==> src/sv/perlin_noise_2d_octave_sum_defines.svh <==
// ----------------------------------------------------------------------------
// Assertion macros for the Perlin octave sum block
// Concurrent checks clocked on clk and held off while arst_n is low.
// ----------------------------------------------------------------------------
`ifndef PERLIN_NOISE_2D_OCTAVE_SUM_DEFINES_SVH
`define PERLIN_NOISE_2D_OCTAVE_SUM_DEFINES_SVH

// Consequent checked in the same cycle as the antecedent.
`define PN2D_ASSERT_IMP(label, ante, cons, msg) \
	label: assert property (@(posedge clk) disable iff (!arst_n) (ante) |-> (cons)) \
		else $error(msg);

// Consequent checked in the cycle after the antecedent.
`define PN2D_ASSERT_NXT(label, ante, cons, msg) \
	label: assert property (@(posedge clk) disable iff (!arst_n) (ante) |=> (cons)) \
		else $error(msg);

`endif

==> src/sv/pn2d_pkg.sv <==
// ----------------------------------------------------------------------------
// pn2d_pkg
// Shared types and constants of the Perlin octave sum block.
// ----------------------------------------------------------------------------
`timescale 1ns / 1ps

package pn2d_pkg;

	localparam int MAX_OCTAVES_DEF = 16;
	localparam int FRAC_BITS_DEF   = 16;

	localparam int OFS_W  = 16;
	localparam int GRAD_W = 2;
	localparam int SUM_W  = 21;
	localparam int CNT_W  = 5;

	// Fade polynomial 6t^5 - 15t^4 + 10t^3.
	localparam int FADE_C6  = 6;
	localparam int FADE_C15 = 15;
	localparam int FADE_C10 = 10;

	typedef enum logic [3:0] {
		S_IDLE,
		S_DIV,
		S_F1,
		S_F2,
		S_F3,
		S_F4,
		S_F5,
		S_L1,
		S_L2,
		S_L3,
		S_L4,
		S_L5,
		S_ACC,
		S_EMIT
	} state_t;

	typedef struct packed {
		state_t st;
		logic   fsel;
		logic   idle;
	} ctl_t;

	typedef struct packed {
		logic go;
		logic skip;
		logic last;
		logic div_last;
		logic out_free;
	} sts_t;

endpackage

==> src/sv/pn2d_div.sv <==
// ----------------------------------------------------------------------------
// pn2d_div
// Two-lane radix-2 restoring divider that turns the x and y offsets into
// fractions of the cell size, one quotient bit per lane and cycle while step is high.
// ----------------------------------------------------------------------------
`timescale 1ns / 1ps

module pn2d_div #(
	parameter int QB = pn2d_pkg::FRAC_BITS_DEF
) (
	input  logic                       clk,
	input  logic                       arst_n,
	input  logic                       load,
	input  logic                       step,
	input  logic [pn2d_pkg::OFS_W-1:0] num_x,
	input  logic [pn2d_pkg::OFS_W-1:0] num_y,
	input  logic [pn2d_pkg::OFS_W-1:0] den,
	output logic [QB-1:0]              q_x,
	output logic [QB-1:0]              q_y,
	output logic                       last
);
	import pn2d_pkg::*;

	localparam int CW = (QB > 1) ? $clog2(QB) : 1;

	logic [OFS_W-1:0] rx_q, ry_q, den_q;
	logic [QB-1:0]    qx_q, qy_q;
	logic [CW-1:0]    cnt_q;
	logic [OFS_W:0]   sx, sy;

	// Returns the quotient bit on top of the new partial remainder.
	function automatic logic [OFS_W:0] div_bit(input logic [OFS_W-1:0] r,
		input logic [OFS_W-1:0] d);
		logic [OFS_W:0] r2;
		logic [OFS_W:0] diff;
		r2   = {r, 1'b0};
		diff = r2 - {1'b0, d};
		if (r2 >= {1'b0, d})
			return {1'b1, diff[OFS_W-1:0]};
		else
			return {1'b0, r2[OFS_W-1:0]};
	endfunction

	assign sx = div_bit(rx_q, den_q);
	assign sy = div_bit(ry_q, den_q);

	always_ff @(posedge clk) begin
		if (load) begin
			rx_q  <= num_x;
			ry_q  <= num_y;
			den_q <= den;
		end else if (step) begin
			rx_q <= sx[OFS_W-1:0];
			ry_q <= sy[OFS_W-1:0];
			qx_q <= {qx_q[QB-2:0], sx[OFS_W]};
			qy_q <= {qy_q[QB-2:0], sy[OFS_W]};
		end
	end

	always_ff @(posedge clk or negedge arst_n) begin
		if (!arst_n) begin
			cnt_q <= '0;
		end else if (load) begin
			cnt_q <= '0;
		end else if (step) begin
			cnt_q <= cnt_q + CW'(1);
		end
	end

	assign q_x  = qx_q;
	assign q_y  = qy_q;
	assign last = (cnt_q == CW'(QB - 1));

endmodule

==> src/sv/pn2d_mul.sv <==
// ----------------------------------------------------------------------------
// pn2d_mul
// Shared signed multiplier with a registered product, used for the fade
// polynomial and for the three interpolations.
// ----------------------------------------------------------------------------
`timescale 1ns / 1ps

module pn2d_mul #(
	parameter int W = pn2d_pkg::FRAC_BITS_DEF + 5
) (
	input  logic                  clk,
	input  logic signed [W-1:0]   a,
	input  logic signed [W-1:0]   b,
	output logic signed [2*W-1:0] p
);
	import pn2d_pkg::*;

	logic signed [2*W-1:0] p_q;

	always_ff @(posedge clk) begin
		p_q <= a * b;
	end

	assign p = p_q;

endmodule

==> src/sv/pn2d_ctrl.sv <==
// ----------------------------------------------------------------------------
// pn2d_ctrl
// Sequencer that walks one octave through divide, fade, interpolate and
// accumulate steps on the shared units; skipped octaves only accumulate.
// ----------------------------------------------------------------------------
`timescale 1ns / 1ps

module pn2d_ctrl (
	input  logic           clk,
	input  logic           arst_n,
	input  pn2d_pkg::sts_t sts,
	output pn2d_pkg::ctl_t ctl
);
	import pn2d_pkg::*;

	state_t state_q, state_d;
	logic   fsel_q;

	always_ff @(posedge clk or negedge arst_n) begin
		if (!arst_n) begin
			state_q <= S_IDLE;
			fsel_q  <= 1'b0;
		end else begin
			state_q <= state_d;
			if (sts.go)
				fsel_q <= 1'b0;
			else if (state_q == S_F5)
				fsel_q <= ~fsel_q;
		end
	end

	always_comb begin
		state_d = state_q;
		unique case (state_q)
			S_IDLE: begin
				if (sts.go)
					state_d = sts.skip ? S_ACC : S_DIV;
			end
			S_DIV: begin
				if (sts.div_last)
					state_d = S_F1;
			end
			S_F1: state_d = S_F2;
			S_F2: state_d = S_F3;
			S_F3: state_d = S_F4;
			S_F4: state_d = S_F5;
			// The fade runs twice, first for x and then for y.
			S_F5: state_d = fsel_q ? S_L1 : S_F1;
			S_L1: state_d = S_L2;
			S_L2: state_d = S_L3;
			S_L3: state_d = S_L4;
			S_L4: state_d = S_L5;
			S_L5: state_d = S_ACC;
			S_ACC: state_d = sts.last ? S_EMIT : S_IDLE;
			S_EMIT: begin
				if (sts.out_free)
					state_d = S_IDLE;
			end
			default: state_d = S_IDLE;
		endcase
	end

	always_comb begin
		ctl.st   = state_q;
		ctl.fsel = fsel_q;
		ctl.idle = (state_q == S_IDLE);
	end

endmodule

==> src/sv/perlin_noise_2d_octave_sum.sv <==
// ----------------------------------------------------------------------------
// perlin_noise_2d_octave_sum
// One octave of 2D Perlin gradient noise per transfer, summed over octaves.
// Each accepted item is worked on alone, and no new item is taken until it
// is through: an accept step, the divide in the two-lane divider, the fade
// on the shared multiplier (for x, then for y), the interpolations on the
// same multiplier and an accumulate step, with an emit step on the octave
// marked last. Octaves past MAX_OCTAVES skip the arithmetic. The result
// sits in an output register, so the next octave may start while it waits;
// only a second last octave waits for it to be taken.
// ----------------------------------------------------------------------------
`timescale 1ns / 1ps
`include "perlin_noise_2d_octave_sum_defines.svh"

module perlin_noise_2d_octave_sum #(
	parameter int MAX_OCTAVES = pn2d_pkg::MAX_OCTAVES_DEF,
	parameter int FRAC_BITS   = pn2d_pkg::FRAC_BITS_DEF
) (
	input  logic                               clk,
	input  logic                               arst_n,
	input  logic                               pt_valid,
	output logic                               pt_stall,
	input  logic        [pn2d_pkg::OFS_W-1:0]  offset_x,
	input  logic        [pn2d_pkg::OFS_W-1:0]  offset_y,
	input  logic        [pn2d_pkg::OFS_W-1:0]  cell_size,
	input  logic signed [pn2d_pkg::GRAD_W-1:0] grad_a_x,
	input  logic signed [pn2d_pkg::GRAD_W-1:0] grad_a_y,
	input  logic signed [pn2d_pkg::GRAD_W-1:0] grad_b_x,
	input  logic signed [pn2d_pkg::GRAD_W-1:0] grad_b_y,
	input  logic signed [pn2d_pkg::GRAD_W-1:0] grad_c_x,
	input  logic signed [pn2d_pkg::GRAD_W-1:0] grad_c_y,
	input  logic signed [pn2d_pkg::GRAD_W-1:0] grad_d_x,
	input  logic signed [pn2d_pkg::GRAD_W-1:0] grad_d_y,
	input  logic                               last_octave,
	output logic                               res_valid,
	input  logic                               res_stall,
	output logic signed [pn2d_pkg::SUM_W-1:0]  noise_sum,
	output logic        [pn2d_pkg::CNT_W-1:0]  octave_count
);
	import pn2d_pkg::*;

	localparam int F  = FRAC_BITS;
	localparam int TW = F + 1;          // fractions and fades, 1.0 included
	localparam int DW = F + 4;          // dot products and interpolations
	localparam int MW = F + 5;          // multiplier operands
	localparam int PW = 2 * MW;
	localparam int QW = F + 6;
	localparam int AW = ((DW > SUM_W) ? DW : SUM_W) + 1;

	localparam logic [TW-1:0]        ONE_T = TW'(1) << F;
	localparam logic signed [DW-1:0] ONE_D = DW'(1) <<< F;
	localparam logic signed [QW-1:0] C10_Q = QW'(FADE_C10) <<< F;
	localparam logic signed [AW-1:0] S_MAX = (AW'(1) <<< (SUM_W - 1)) - AW'(1);
	localparam logic signed [AW-1:0] S_MIN = -(AW'(1) <<< (SUM_W - 1));

	ctl_t ctl;
	sts_t sts;

	logic pt_xfer, res_xfer, out_free, skip, div_last;
	logic [F-1:0] qx, qy;

	logic [7:0][GRAD_W-1:0] grad_q;
	logic last_q, sat_x_q, sat_y_q;

	logic [TW-1:0]        frac_x, frac_y, t_sel, p_lo;
	logic signed [DW-1:0] fxs, fys, fxm, fym;
	logic signed [DW-1:0] dot_c [4];
	logic signed [DW-1:0] dot_q [4];

	logic signed [MW-1:0]   mul_a, mul_b, t_m;
	logic signed [PW-1:0]   mul_p, p_sh;
	logic signed [DW+1:0]   lsh;
	logic signed [QW-1:0]   t_ext, t6, t15, p_q6, qf_c;

	logic [F+3:0]         qf_q;
	logic [TW-1:0]        u_q, v_q;
	logic signed [DW-1:0] top_q, bot_q, noise_q;

	logic signed [SUM_W-1:0] sum_q, noise_sum_q;
	logic [CNT_W-1:0]        ws_q, octave_count_q;
	logic                    res_valid_q;
	logic signed [DW-1:0]    contrib;
	logic signed [AW-1:0]    acc_s;
	logic signed [SUM_W-1:0] sat_c;

	// Gradient component times a fraction; components are small, so a
	// selection replaces the multiply.
	function automatic logic signed [DW-1:0] grad_term(input logic [GRAD_W-1:0] g,
		input logic signed [DW-1:0] f);
		case (g)
			2'b01:   return f;
			2'b11:   return -f;
			2'b10:   return -(f <<< 1);
			default: return '0;
		endcase
	endfunction

	function automatic logic signed [DW-1:0] lerp_add(input logic signed [DW-1:0] a,
		input logic signed [DW+1:0] d);
		logic signed [DW+1:0] s;
		s = {{2{a[DW-1]}}, a} + d;
		return s[DW-1:0];
	endfunction

	assign pt_xfer  = pt_valid && !pt_stall;
	assign res_xfer = res_valid_q && !res_stall;
	assign out_free = !res_valid_q || !res_stall;
	assign skip     = (ws_q >= CNT_W'(MAX_OCTAVES));

	always_comb begin
		sts.go       = pt_xfer;
		sts.skip     = skip;
		sts.last     = last_q;
		sts.div_last = div_last;
		sts.out_free = out_free;
	end

	pn2d_ctrl u_ctrl (
		.clk    (clk),
		.arst_n (arst_n),
		.sts    (sts),
		.ctl    (ctl)
	);

	pn2d_div #(
		.QB (F)
	) u_div (
		.clk    (clk),
		.arst_n (arst_n),
		.load   (pt_xfer),
		.step   (ctl.st == S_DIV),
		.num_x  (offset_x),
		.num_y  (offset_y),
		.den    (cell_size),
		.q_x    (qx),
		.q_y    (qy),
		.last   (div_last)
	);

	pn2d_mul #(
		.W (MW)
	) u_mul (
		.clk (clk),
		.a   (mul_a),
		.b   (mul_b),
		.p   (mul_p)
	);

	// An offset at or beyond the cell size, or a zero cell size, gives 1.0.
	assign frac_x = sat_x_q ? ONE_T : {1'b0, qx};
	assign frac_y = sat_y_q ? ONE_T : {1'b0, qy};
	assign fxs    = $signed(DW'(frac_x));
	assign fys    = $signed(DW'(frac_y));
	assign fxm    = fxs - ONE_D;
	assign fym    = fys - ONE_D;

	always_comb begin
		dot_c[0] = grad_term(grad_q[0], fxs) + grad_term(grad_q[1], fys);
		dot_c[1] = grad_term(grad_q[2], fxm) + grad_term(grad_q[3], fys);
		dot_c[2] = grad_term(grad_q[4], fxs) + grad_term(grad_q[5], fym);
		dot_c[3] = grad_term(grad_q[6], fxm) + grad_term(grad_q[7], fym);
	end

	assign t_sel = ctl.fsel ? frac_y : frac_x;
	assign t_m   = $signed(MW'(t_sel));
	assign t_ext = $signed(QW'(t_sel));
	assign t6    = t_ext * QW'(FADE_C6);
	assign t15   = t_ext * QW'(FADE_C15);

	// Products of the fade are never negative; the interpolation products
	// are floored by the arithmetic shift.
	assign p_sh = mul_p >>> F;
	assign p_lo = p_sh[TW-1:0];
	assign lsh  = p_sh[DW+1:0];
	assign p_q6 = p_sh[QW-1:0];
	assign qf_c = p_q6 - t15 + C10_Q;

	// The squared and cubed terms are fed back straight from the product
	// register, so each fade step starts in the cycle after the one before.
	always_comb begin
		mul_a = '0;
		mul_b = '0;
		case (ctl.st)
			S_F1: begin
				mul_a = MW'(t6);
				mul_b = t_m;
			end
			S_F2: begin
				mul_a = t_m;
				mul_b = t_m;
			end
			S_F3: begin
				mul_a = $signed(MW'(p_lo));
				mul_b = t_m;
			end
			S_F4: begin
				mul_a = $signed(MW'(p_lo));
				mul_b = $signed(MW'(qf_q));
			end
			S_L1: begin
				mul_a = MW'(dot_q[1]) - MW'(dot_q[0]);
				mul_b = $signed(MW'(u_q));
			end
			S_L2: begin
				mul_a = MW'(dot_q[3]) - MW'(dot_q[2]);
				mul_b = $signed(MW'(u_q));
			end
			S_L4: begin
				mul_a = MW'(bot_q) - MW'(top_q);
				mul_b = $signed(MW'(v_q));
			end
			default: begin
				mul_a = '0;
				mul_b = '0;
			end
		endcase
	end

	always_ff @(posedge clk) begin
		case (ctl.st)
			S_IDLE: begin
				if (pt_xfer) begin
					grad_q  <= {grad_d_y, grad_d_x, grad_c_y, grad_c_x,
						grad_b_y, grad_b_x, grad_a_y, grad_a_x};
					last_q  <= last_octave;
					sat_x_q <= (cell_size == '0) || (offset_x >= cell_size);
					sat_y_q <= (cell_size == '0) || (offset_y >= cell_size);
				end
			end
			S_F1: dot_q <= dot_c;
			S_F2: qf_q <= qf_c[F+3:0];
			S_F5: begin
				if (ctl.fsel)
					v_q <= p_lo;
				else
					u_q <= p_lo;
			end
			S_L2: top_q <= lerp_add(dot_q[0], lsh);
			S_L3: bot_q <= lerp_add(dot_q[2], lsh);
			S_L5: noise_q <= lerp_add(top_q, lsh);
			S_EMIT: begin
				if (out_free) begin
					noise_sum_q    <= sum_q;
					octave_count_q <= ws_q;
				end
			end
			default: ;
		endcase
	end

	// Octave k is weighted by 2^-k; the sum saturates to the output range.
	assign contrib = noise_q >>> ws_q;
	assign acc_s   = AW'(sum_q) + AW'(contrib);

	always_comb begin
		if (acc_s > S_MAX)
			sat_c = S_MAX[SUM_W-1:0];
		else if (acc_s < S_MIN)
			sat_c = S_MIN[SUM_W-1:0];
		else
			sat_c = acc_s[SUM_W-1:0];
	end

	always_ff @(posedge clk or negedge arst_n) begin
		if (!arst_n) begin
			sum_q       <= '0;
			ws_q        <= '0;
			res_valid_q <= 1'b0;
		end else begin
			if (ctl.st == S_ACC && !skip) begin
				sum_q <= sat_c;
				ws_q  <= ws_q + CNT_W'(1);
			end else if (ctl.st == S_EMIT && out_free) begin
				sum_q <= '0;
				ws_q  <= '0;
			end
			if (ctl.st == S_EMIT && out_free)
				res_valid_q <= 1'b1;
			else if (res_xfer)
				res_valid_q <= 1'b0;
		end
	end

	assign pt_stall     = !ctl.idle;
	assign res_valid    = res_valid_q;
	assign noise_sum    = noise_sum_q;
	assign octave_count = octave_count_q;

	`PN2D_ASSERT_IMP(a_ws_bound, 1'b1, ws_q <= CNT_W'(MAX_OCTAVES), "octave count beyond limit")
	`PN2D_ASSERT_NXT(a_busy_after_xfer, pt_xfer, pt_stall, "input not stalled after transfer")
	`PN2D_ASSERT_NXT(a_ws_step, (ctl.st == S_ACC) && !skip, ws_q == $past(ws_q) + CNT_W'(1), "octave count did not advance")
	`PN2D_ASSERT_NXT(a_emit_clear, (ctl.st == S_EMIT) && out_free, res_valid && (sum_q == '0) && (ws_q == '0), "emit did not clear the sum")

endmodule
==> config.mk <==
export PLATFORM = sky130hd
export DESIGN_NAME = perlin_noise_2d_octave_sum
export DESIGN_NICKNAME = d
export VERILOG_FILES = /design/src/sv/pn2d_pkg.sv /design/src/sv/pn2d_div.sv /design/src/sv/pn2d_mul.sv /design/src/sv/pn2d_ctrl.sv /design/src/sv/perlin_noise_2d_octave_sum.sv
export VERILOG_INCLUDE_DIRS = /design/src /design/src/sv
export SDC_FILE = /design/constraint.sdc
export NUM_CORES = 2
export LEC_CHECK = 0
export BUFFER_PORTS_ARGS = -buffer_cell sky130_fd_sc_hd__buf_2
export CAP_MARGIN = 20
export CORE_MARGIN = 4
export CORE_UTILIZATION = 40
export CTS_BUF_LIST = sky130_fd_sc_hd__clkbuf_8
export CTS_CLUSTER_DIAMETER = 30
export DETAILED_ROUTE_END_ITERATION = 12
export GPL_TIMING_DRIVEN = 0
export PLACE_DENSITY = 0.57
export SYNTH_ARGS = -nofsm -noshare
export SYNTH_HDL_FRONTEND = slang
export SYNTH_SLANG_ARGS = --single-unit
==> constraint.sdc <==
create_clock -name clk -period 21 [get_ports clk]
set_input_delay 4.2 -clock clk [delete_from_list [all_inputs] [get_ports clk]]
set_output_delay 4.2 -clock clk [all_outputs]
set_load 0.02 [all_outputs]
**After elaboration in Yosys (flattened, before gate mapping)**

Index checks and enable logic that the tools add are counted.

- Output and inout bits: 28
- Bits in registers: 391
- Bits of input ports: 69

- Mux-type cells: 38
- Reduce and logical (&&, ||, !) cells: 26
- Order comparisons: 7
- Bitwise logic cells: 2
- Eq/ne operators: 41
- Multiply operators: 3
- Add/sub/neg operators: 27
- Shifts and indexed selects: 1

Operator list:

| cell | count |
|---|---|
| $pmux W20 S3 | 8 |
| $add A20 B20 Y20 | 7 |
| $pmux W21 S6 | 1 |
| $mux W17 | 5 |
| $mux W21 | 4 |
| $neg A18 Y20 | 4 |
| $pmux W20 S4 | 1 |
| $mux W16 | 4 |
| $sub A20 B20 Y21 | 3 |
| $pmux W4 S14 | 1 |
| $neg A17 Y20 | 2 |
| $neg A19 Y20 | 2 |
| $mul A21 B21 Y36 | 1 |
| $sub A17 B17 Y18 const B | 2 |
| $ge A17 B16 Y1 | 2 |
| $eq A2 B2 Y1 const B | 16 |
| $ge A16 B16 Y1 | 2 |
| $sub A16 B16 Y16 | 2 |
| $eq A4 B4 Y1 const B | 7 |
| $mux W4 | 7 |
| $add A21 B20 Y22 | 1 |
| $gt A22 B21 Y1 const B | 1 |
| $lt A22 B21 Y1 const B | 1 |
| $add A20 B20 Y20 const B | 1 |
| 27 further kinds | 60 |

**Logic depth before layout (Yosys ltp)**

- Depth after elaboration: 6
- Depth in mapped cells: 44
- Gate-level depth less buffers: 41

**Hierarchy**

Synthesis repeated with hierarchy kept, for this count alone.

- Cell total of the unflattened synthesis: 5,630
- Area, all modules: 51,145.3 um2

By module, submodules not included:

| module | area an instance (um2) | seq. area each (um2) | instances | cells each |
|---|---|---|---|---|
| perlin_noise_2d_octave_sum | 28,386.0 | 7,852.5 | 1 | 3,257 |
| pn2d_mul | 17,244.0 | 840.8 | 1 | 1,860 |
| pn2d_div | 5,108.6 | 2,502.4 | 1 | 467 |
| pn2d_ctrl | 406.6 | 125.1 | 1 | 46 |

**Worst setup path after synthesis**

OpenSTA, ideal clock, no wires.

- Path type: register to register
- Start: reg u_ctrl.state_q[3]
- End: reg u_mul.p_q[35] (netlist: u_mul.p[35])
- Path slack: 10.155 ns
- Required time: 20.871 ns
- Period minus slack after synthesis: 10.845 ns
- Library setup time: 0.129 ns
- Arrival: 10.716 ns
- Cell stages (with the launch flop): 34
- Cell sequence: dfrtp_1 > buf_2 > or3_1 > clkbuf_1 > inv_1 > buf_1 > nand2_1 > nand3_1 > clkbuf_1 > nand2_1 > fa_1 > inv_1 > fa_1 > inv_1 > fa_1 > inv_1 > fa_1 > fa_1 > fa_1 > inv_1 > fa_1 > inv_1 > ha_1 > o21a_1 > o211ai_1 > or3_1 > nor2_1 > a211o_1 > a21boi_2 > o21ai_2 > a41oi_2 > o21ai_1 > o41ai_1 > xnor2_1

- Cells in the longest elaborated chain, start to end: 4
- Elaborated cells on any way between the ends: 13
- Classes of those cells: 1 x mul; 7 x eq/ne; 2 x mux; 3 x reduce/logical

RTL lines:

| item | line | RTL |
|---|---|---|
| start, declared | pn2d_ctrl.sv:16 | `state_t state_q, state_d;` |
| start signal, assigned | pn2d_ctrl.sv:24 | `state_q <= state_d;` |
| $eq A4 B2 Y1, or another cell as far along | perlin_noise_2d_octave_sum.sv:183 | `case (ctl.st)` |
| $reduce_or A3 Y1 (no source line) or $reduce_or A2 Y1 (tied branches) | - |  |
| $pmux W20 S4 or $pmux W21 S6 (tied branches) | perlin_noise_2d_octave_sum.sv:183 |  |
| $mul A21 B21 Y36 * | pn2d_mul.sv:21 | `p_q <= a * b;` |
| end signal, assigned | pn2d_mul.sv:21 |  |
| end, declared | pn2d_mul.sv:18 | `logic signed [2*W-1:0] p_q;` |

Every way passes the cells marked *; elsewhere a longest branch is shown, timed or not.
A chain may end at the register's enable or synchronous reset.

**Worst setup path in the final report**

- Start: reg sat_y_q
- End: reg u_mul.p_q[35] (netlist: u_mul.p[35])

- Cells in the longest elaborated chain, start to end: 5
- Elaborated cells on any way between the ends: 6
- Classes of those cells: 2 x mul; 4 x mux

RTL lines:

| item | line | RTL |
|---|---|---|
| start, declared | perlin_noise_2d_octave_sum.sv:63 | `logic last_q, sat_x_q, sat_y_q;` |
| start signal, assigned | perlin_noise_2d_octave_sum.sv:227 | `sat_y_q <= (cell_size == '0) \|\| (offset_y >= cell_size);` |
| $mux W17 * | perlin_noise_2d_octave_sum.sv:151 | `assign frac_y = sat_y_q ? ONE_T : {1'b0, qy};` |
| $mux W17 * | perlin_noise_2d_octave_sum.sv:164 | `assign t_sel = ctl.fsel ? frac_y : frac_x;` |
| $mul A17 B2 Y19 | perlin_noise_2d_octave_sum.sv:167 | `assign t6 = t_ext * QW'(FADE_C6);` |
| $pmux W21 S6 | perlin_noise_2d_octave_sum.sv:183 |  |
| $mul A21 B21 Y36 * | pn2d_mul.sv:21 |  |

Marks and branches as above.

==> out/metrics.csv <==
metric,value,unit
Synth area leaders,"edfxtp_1 (20%), fa_1 (18%), ha_1 (12%), inv_1 (6.3%), nand2_1 (5.2%)",
"Avg Cell Area, Syn",8.797,um2
Critical Path Max Stage Delay,0.83,ns
pin count of the biggest net entering global routing,42,
hold crit path type,register to register,
total wire length,162900,um
PortBufs,96,
DRT Pass-1 Iters,5,
clock sinks,375,
Initial Utilization,40.42,%
Fin Setup TNS,0,ns
Reg area,10880,um2
slowest CP cell,clkbuf_1,
Post-Synth Simple-Gate Area,14.98,%
syn_nets,6303,
wire per inst,22.62,um
CTS root buf,clkbuf_8,
Synth Warn #,0,
share of cells above drive strength 1,6.998,%
"Cell Count, Final, Fillers Out",7202,
"Net count, final",6526,
H-tree depth,3,
GRT Util Overall,26.22,%
"Seq/Total Area, Yosys",23.07,%
maximum clock rate,80.35,MHz
#FFs+latches synth,375,
die area,123400,um2
Ports,97,
vias in the first global route,39810,
Slew Limit Headroom,12.62,%
Tmin final,12.45,ns
post-synthesis compound-gate area fraction,16.25,%
Max-cap violations,0,
Post-Synthesis Cell Area,47150,um2
CP Capture Type,register,
Vias/cell,5.554,
DRC viols,0,
Core Box Area,116700,um2
Chip Height,351.3,um
unrepaired setup endpoints after global routing,false,
Post-Synth Adder-Cell Area,30.08,%
mux contribution to synthesized area,2.091,%
Synth top area share,20.31,%
crit path kind,register to register,
Post-synth EDFFs,319,
Final Cycle Share,59.26,%
number of fill cells in the layout,11620,
synth-to-layout area growth,11.01,%
Antenna Violating Nets Remaining,0,
Multi-input gate area,32440,um2
Tightest Pin Transition,1.311,ns
asr flop ratio synth,9.600,%
setup violators final,0,
Setup crit start kind,register,
"Arr. time, crit path",13.07,ns
initial antenna violation count,4,
"Clk Latency, worst-skew pair",0.79,ns
Critical Path Most Common Cell,fa_1,
status,"complete, no violations",
Yosys top cell by area,edfxtp_1,
Post-Syn Instances,5360,
Post-CTS Hold Fix Bufs,0,
CP Data Required Time,21.62,ns
Setup Buffers After CTS,0,
clock buffer depth,3,
Post-CTS Resized,0,
Fin. Hold Viols,0,
CTS tree,yes,
via count,40000,
post-synth cell types,109,
XOR/XNOR Fraction of Synth Area,5.349,%
Cell Count Post-Placement,6995,
routability cong.,0.9671,
Final Slew Violations,0,
Die W,351.3,um
first-pass GRT wire length,243100,um
prevailing post-synth register cell,edfxtp_1,
Worst Path Max Fanout,11,
DRT iter0 DRCs,3202,
Row Count,125,
clock buffer count from CTS,104,
Detailed Place HPWL,133200,um
Worst-path clk slew,0.06,ns
largest family of logic cells by synthesized area,adder cells,
GRT Residual Overflow,0,
Clock Skews,0.04070,ns
[synthesized netlist by cell type, types with 17 or more instances]
library cell / count
and3_1: 31
fa_1: 433
a21oi_1: 283
dfrtp_1: 36
dfxtp_1: 20
nor2_1: 336
or3_1: 29
nor3_1: 105
nand3_1: 75
a211oi_1: 24
o22ai_1: 28
o21bai_1: 28
a21o_1: 67
and2_1: 65
o31ai_1: 19
nand2b_1: 73
o21ai_0: 320
nor2b_1: 91
clkbuf_1: 167
a32o_1: 32
nand2_1: 656
a31oi_1: 50
mux2_2: 23
inv_1: 791
a222oi_1: 21
mux2i_1: 60
o21a_1: 43
nand4_1: 17
o21ai_1: 21
edfxtp_1: 319
ha_1: 441
xnor2_1: 222
o211ai_1: 39
xor2_1: 66
a21boi_0: 40
[cells in the final DEF, fill, tap and decap left out, drive strengths merged, types with 31 or more instances in the layout]
cell type / netlist / routed
clkinv: 4 / 44
o21a: 43 / 43
nand2: 658 / 658
a31oi: 51 / 51
a21boi: 43 / 43
edfxtp: 319 / 319
a21o: 67 / 67
fa: 433 / 433
nor3: 105 / 105
inv: 799 / 815
nor2: 336 / 336
xnor2: 222 / 222
nor2b: 91 / 91
xor2: 66 / 66
clkbuf: 168 / 275
o211ai: 39 / 39
mux2i: 61 / 61
o21ai: 343 / 343
and3: 31 / 31
and2: 65 / 65
dfrtp: 36 / 36
ha: 441 / 441
a21oi: 284 / 284
nand3: 75 / 75
a32o: 32 / 32
buf: 37 / 151
nand2b: 73 / 73
[layout make-up]
type                            count  share of cell area (%)
Clock inverter                     92                   2.115
Antenna cell                        5                 0.02390
Multi-Input combinational cell   3977                   61.97
Sequential cell                   375                   20.78
Timing Repair Buffer              117                   1.358
Tap cell                         1524                   3.643
Inverter                          803                   5.765
Clock buffer                      104                   2.734
Buffer                            205                   1.606
[cell families (layout without fill, tap and decap cells)]
group / after synthesis / after routing
compound gates: 1178 / 1178
fa+ha+maj: 874 / 874
mux: 89 / 89
flops: 375 / 375
simple gates: 1547 / 1547
xor+xnor: 288 / 288
other cells: 1 / 6
buf+inv: 1008 / 1321
[path summary, 6_finish.rpt]
kind	cells after the start	from	slack (ns)	endpoint
setup reg to reg	38	sat_y_q	8.55	u_mul.p[35]
max in group asynchronous	1	arst_n	16.84	u_div.cnt_q[0]
hold / removal	0	ws_q[2]	0.44	octave_count[2]
min in group asynchronous	1	arst_n	3.55	ws_q[4]
setup / recovery	38	sat_y_q	8.55	u_mul.p[35]
hold reg to reg	0	ws_q[2]	0.44	octave_count[2]
[flip-flops by register name, summed over array words and instances, names as in the netlist, 17 cells and up]
| signal | flops |
|---|---|
| u_mul.p | 20 |
| top_q | 20 |
| noise_sum | 21 |
| u_q | 17 |
| sum_q | 21 |
| v_q | 17 |
| bot_q | 20 |
| noise_q | 20 |
| qf_q | 20 |
| dot_q | 80 |
[layer usage]
metal / global-route usage, % / share of wire [%]
met1: 33.88 / 42
met2: 42.91 / 46
met3: 4.423 / 6.6
met4: 12.38 / 5.4
met5: 0 / 0.0074
[critical path: cells and delay by family (launching register included)]
family,cells,cell delay (ns)
xor+xnor,1,0.15
flops,1,0.58
compound gates,12,3.35
buf+inv,11,2.85
fa+ha+maj,9,4.37
simple gates,5,0.96
[metrics by stage]
step | area, um2 | hold slack, ns | util [%] | setup WS (ns)
after floorplan | 47150 | 0.4206 | - | 10.15
after global placement | 49540 | 0.4291 | 42.46 | 5.727
after detailed placement | 49730 | 0.4294 | 42.63 | 8.665
after CTS | 52270 | 0.4426 | 44.80 | 8.609
after global routing | 52340 | 0.4593 | 44.86 | 8.042
final | 52350 | 0.4415 | 44.87 | 8.555
Power is not shown: default switching activity piles up to over one toggle a cycle in this logic, so the estimate is an artifact.
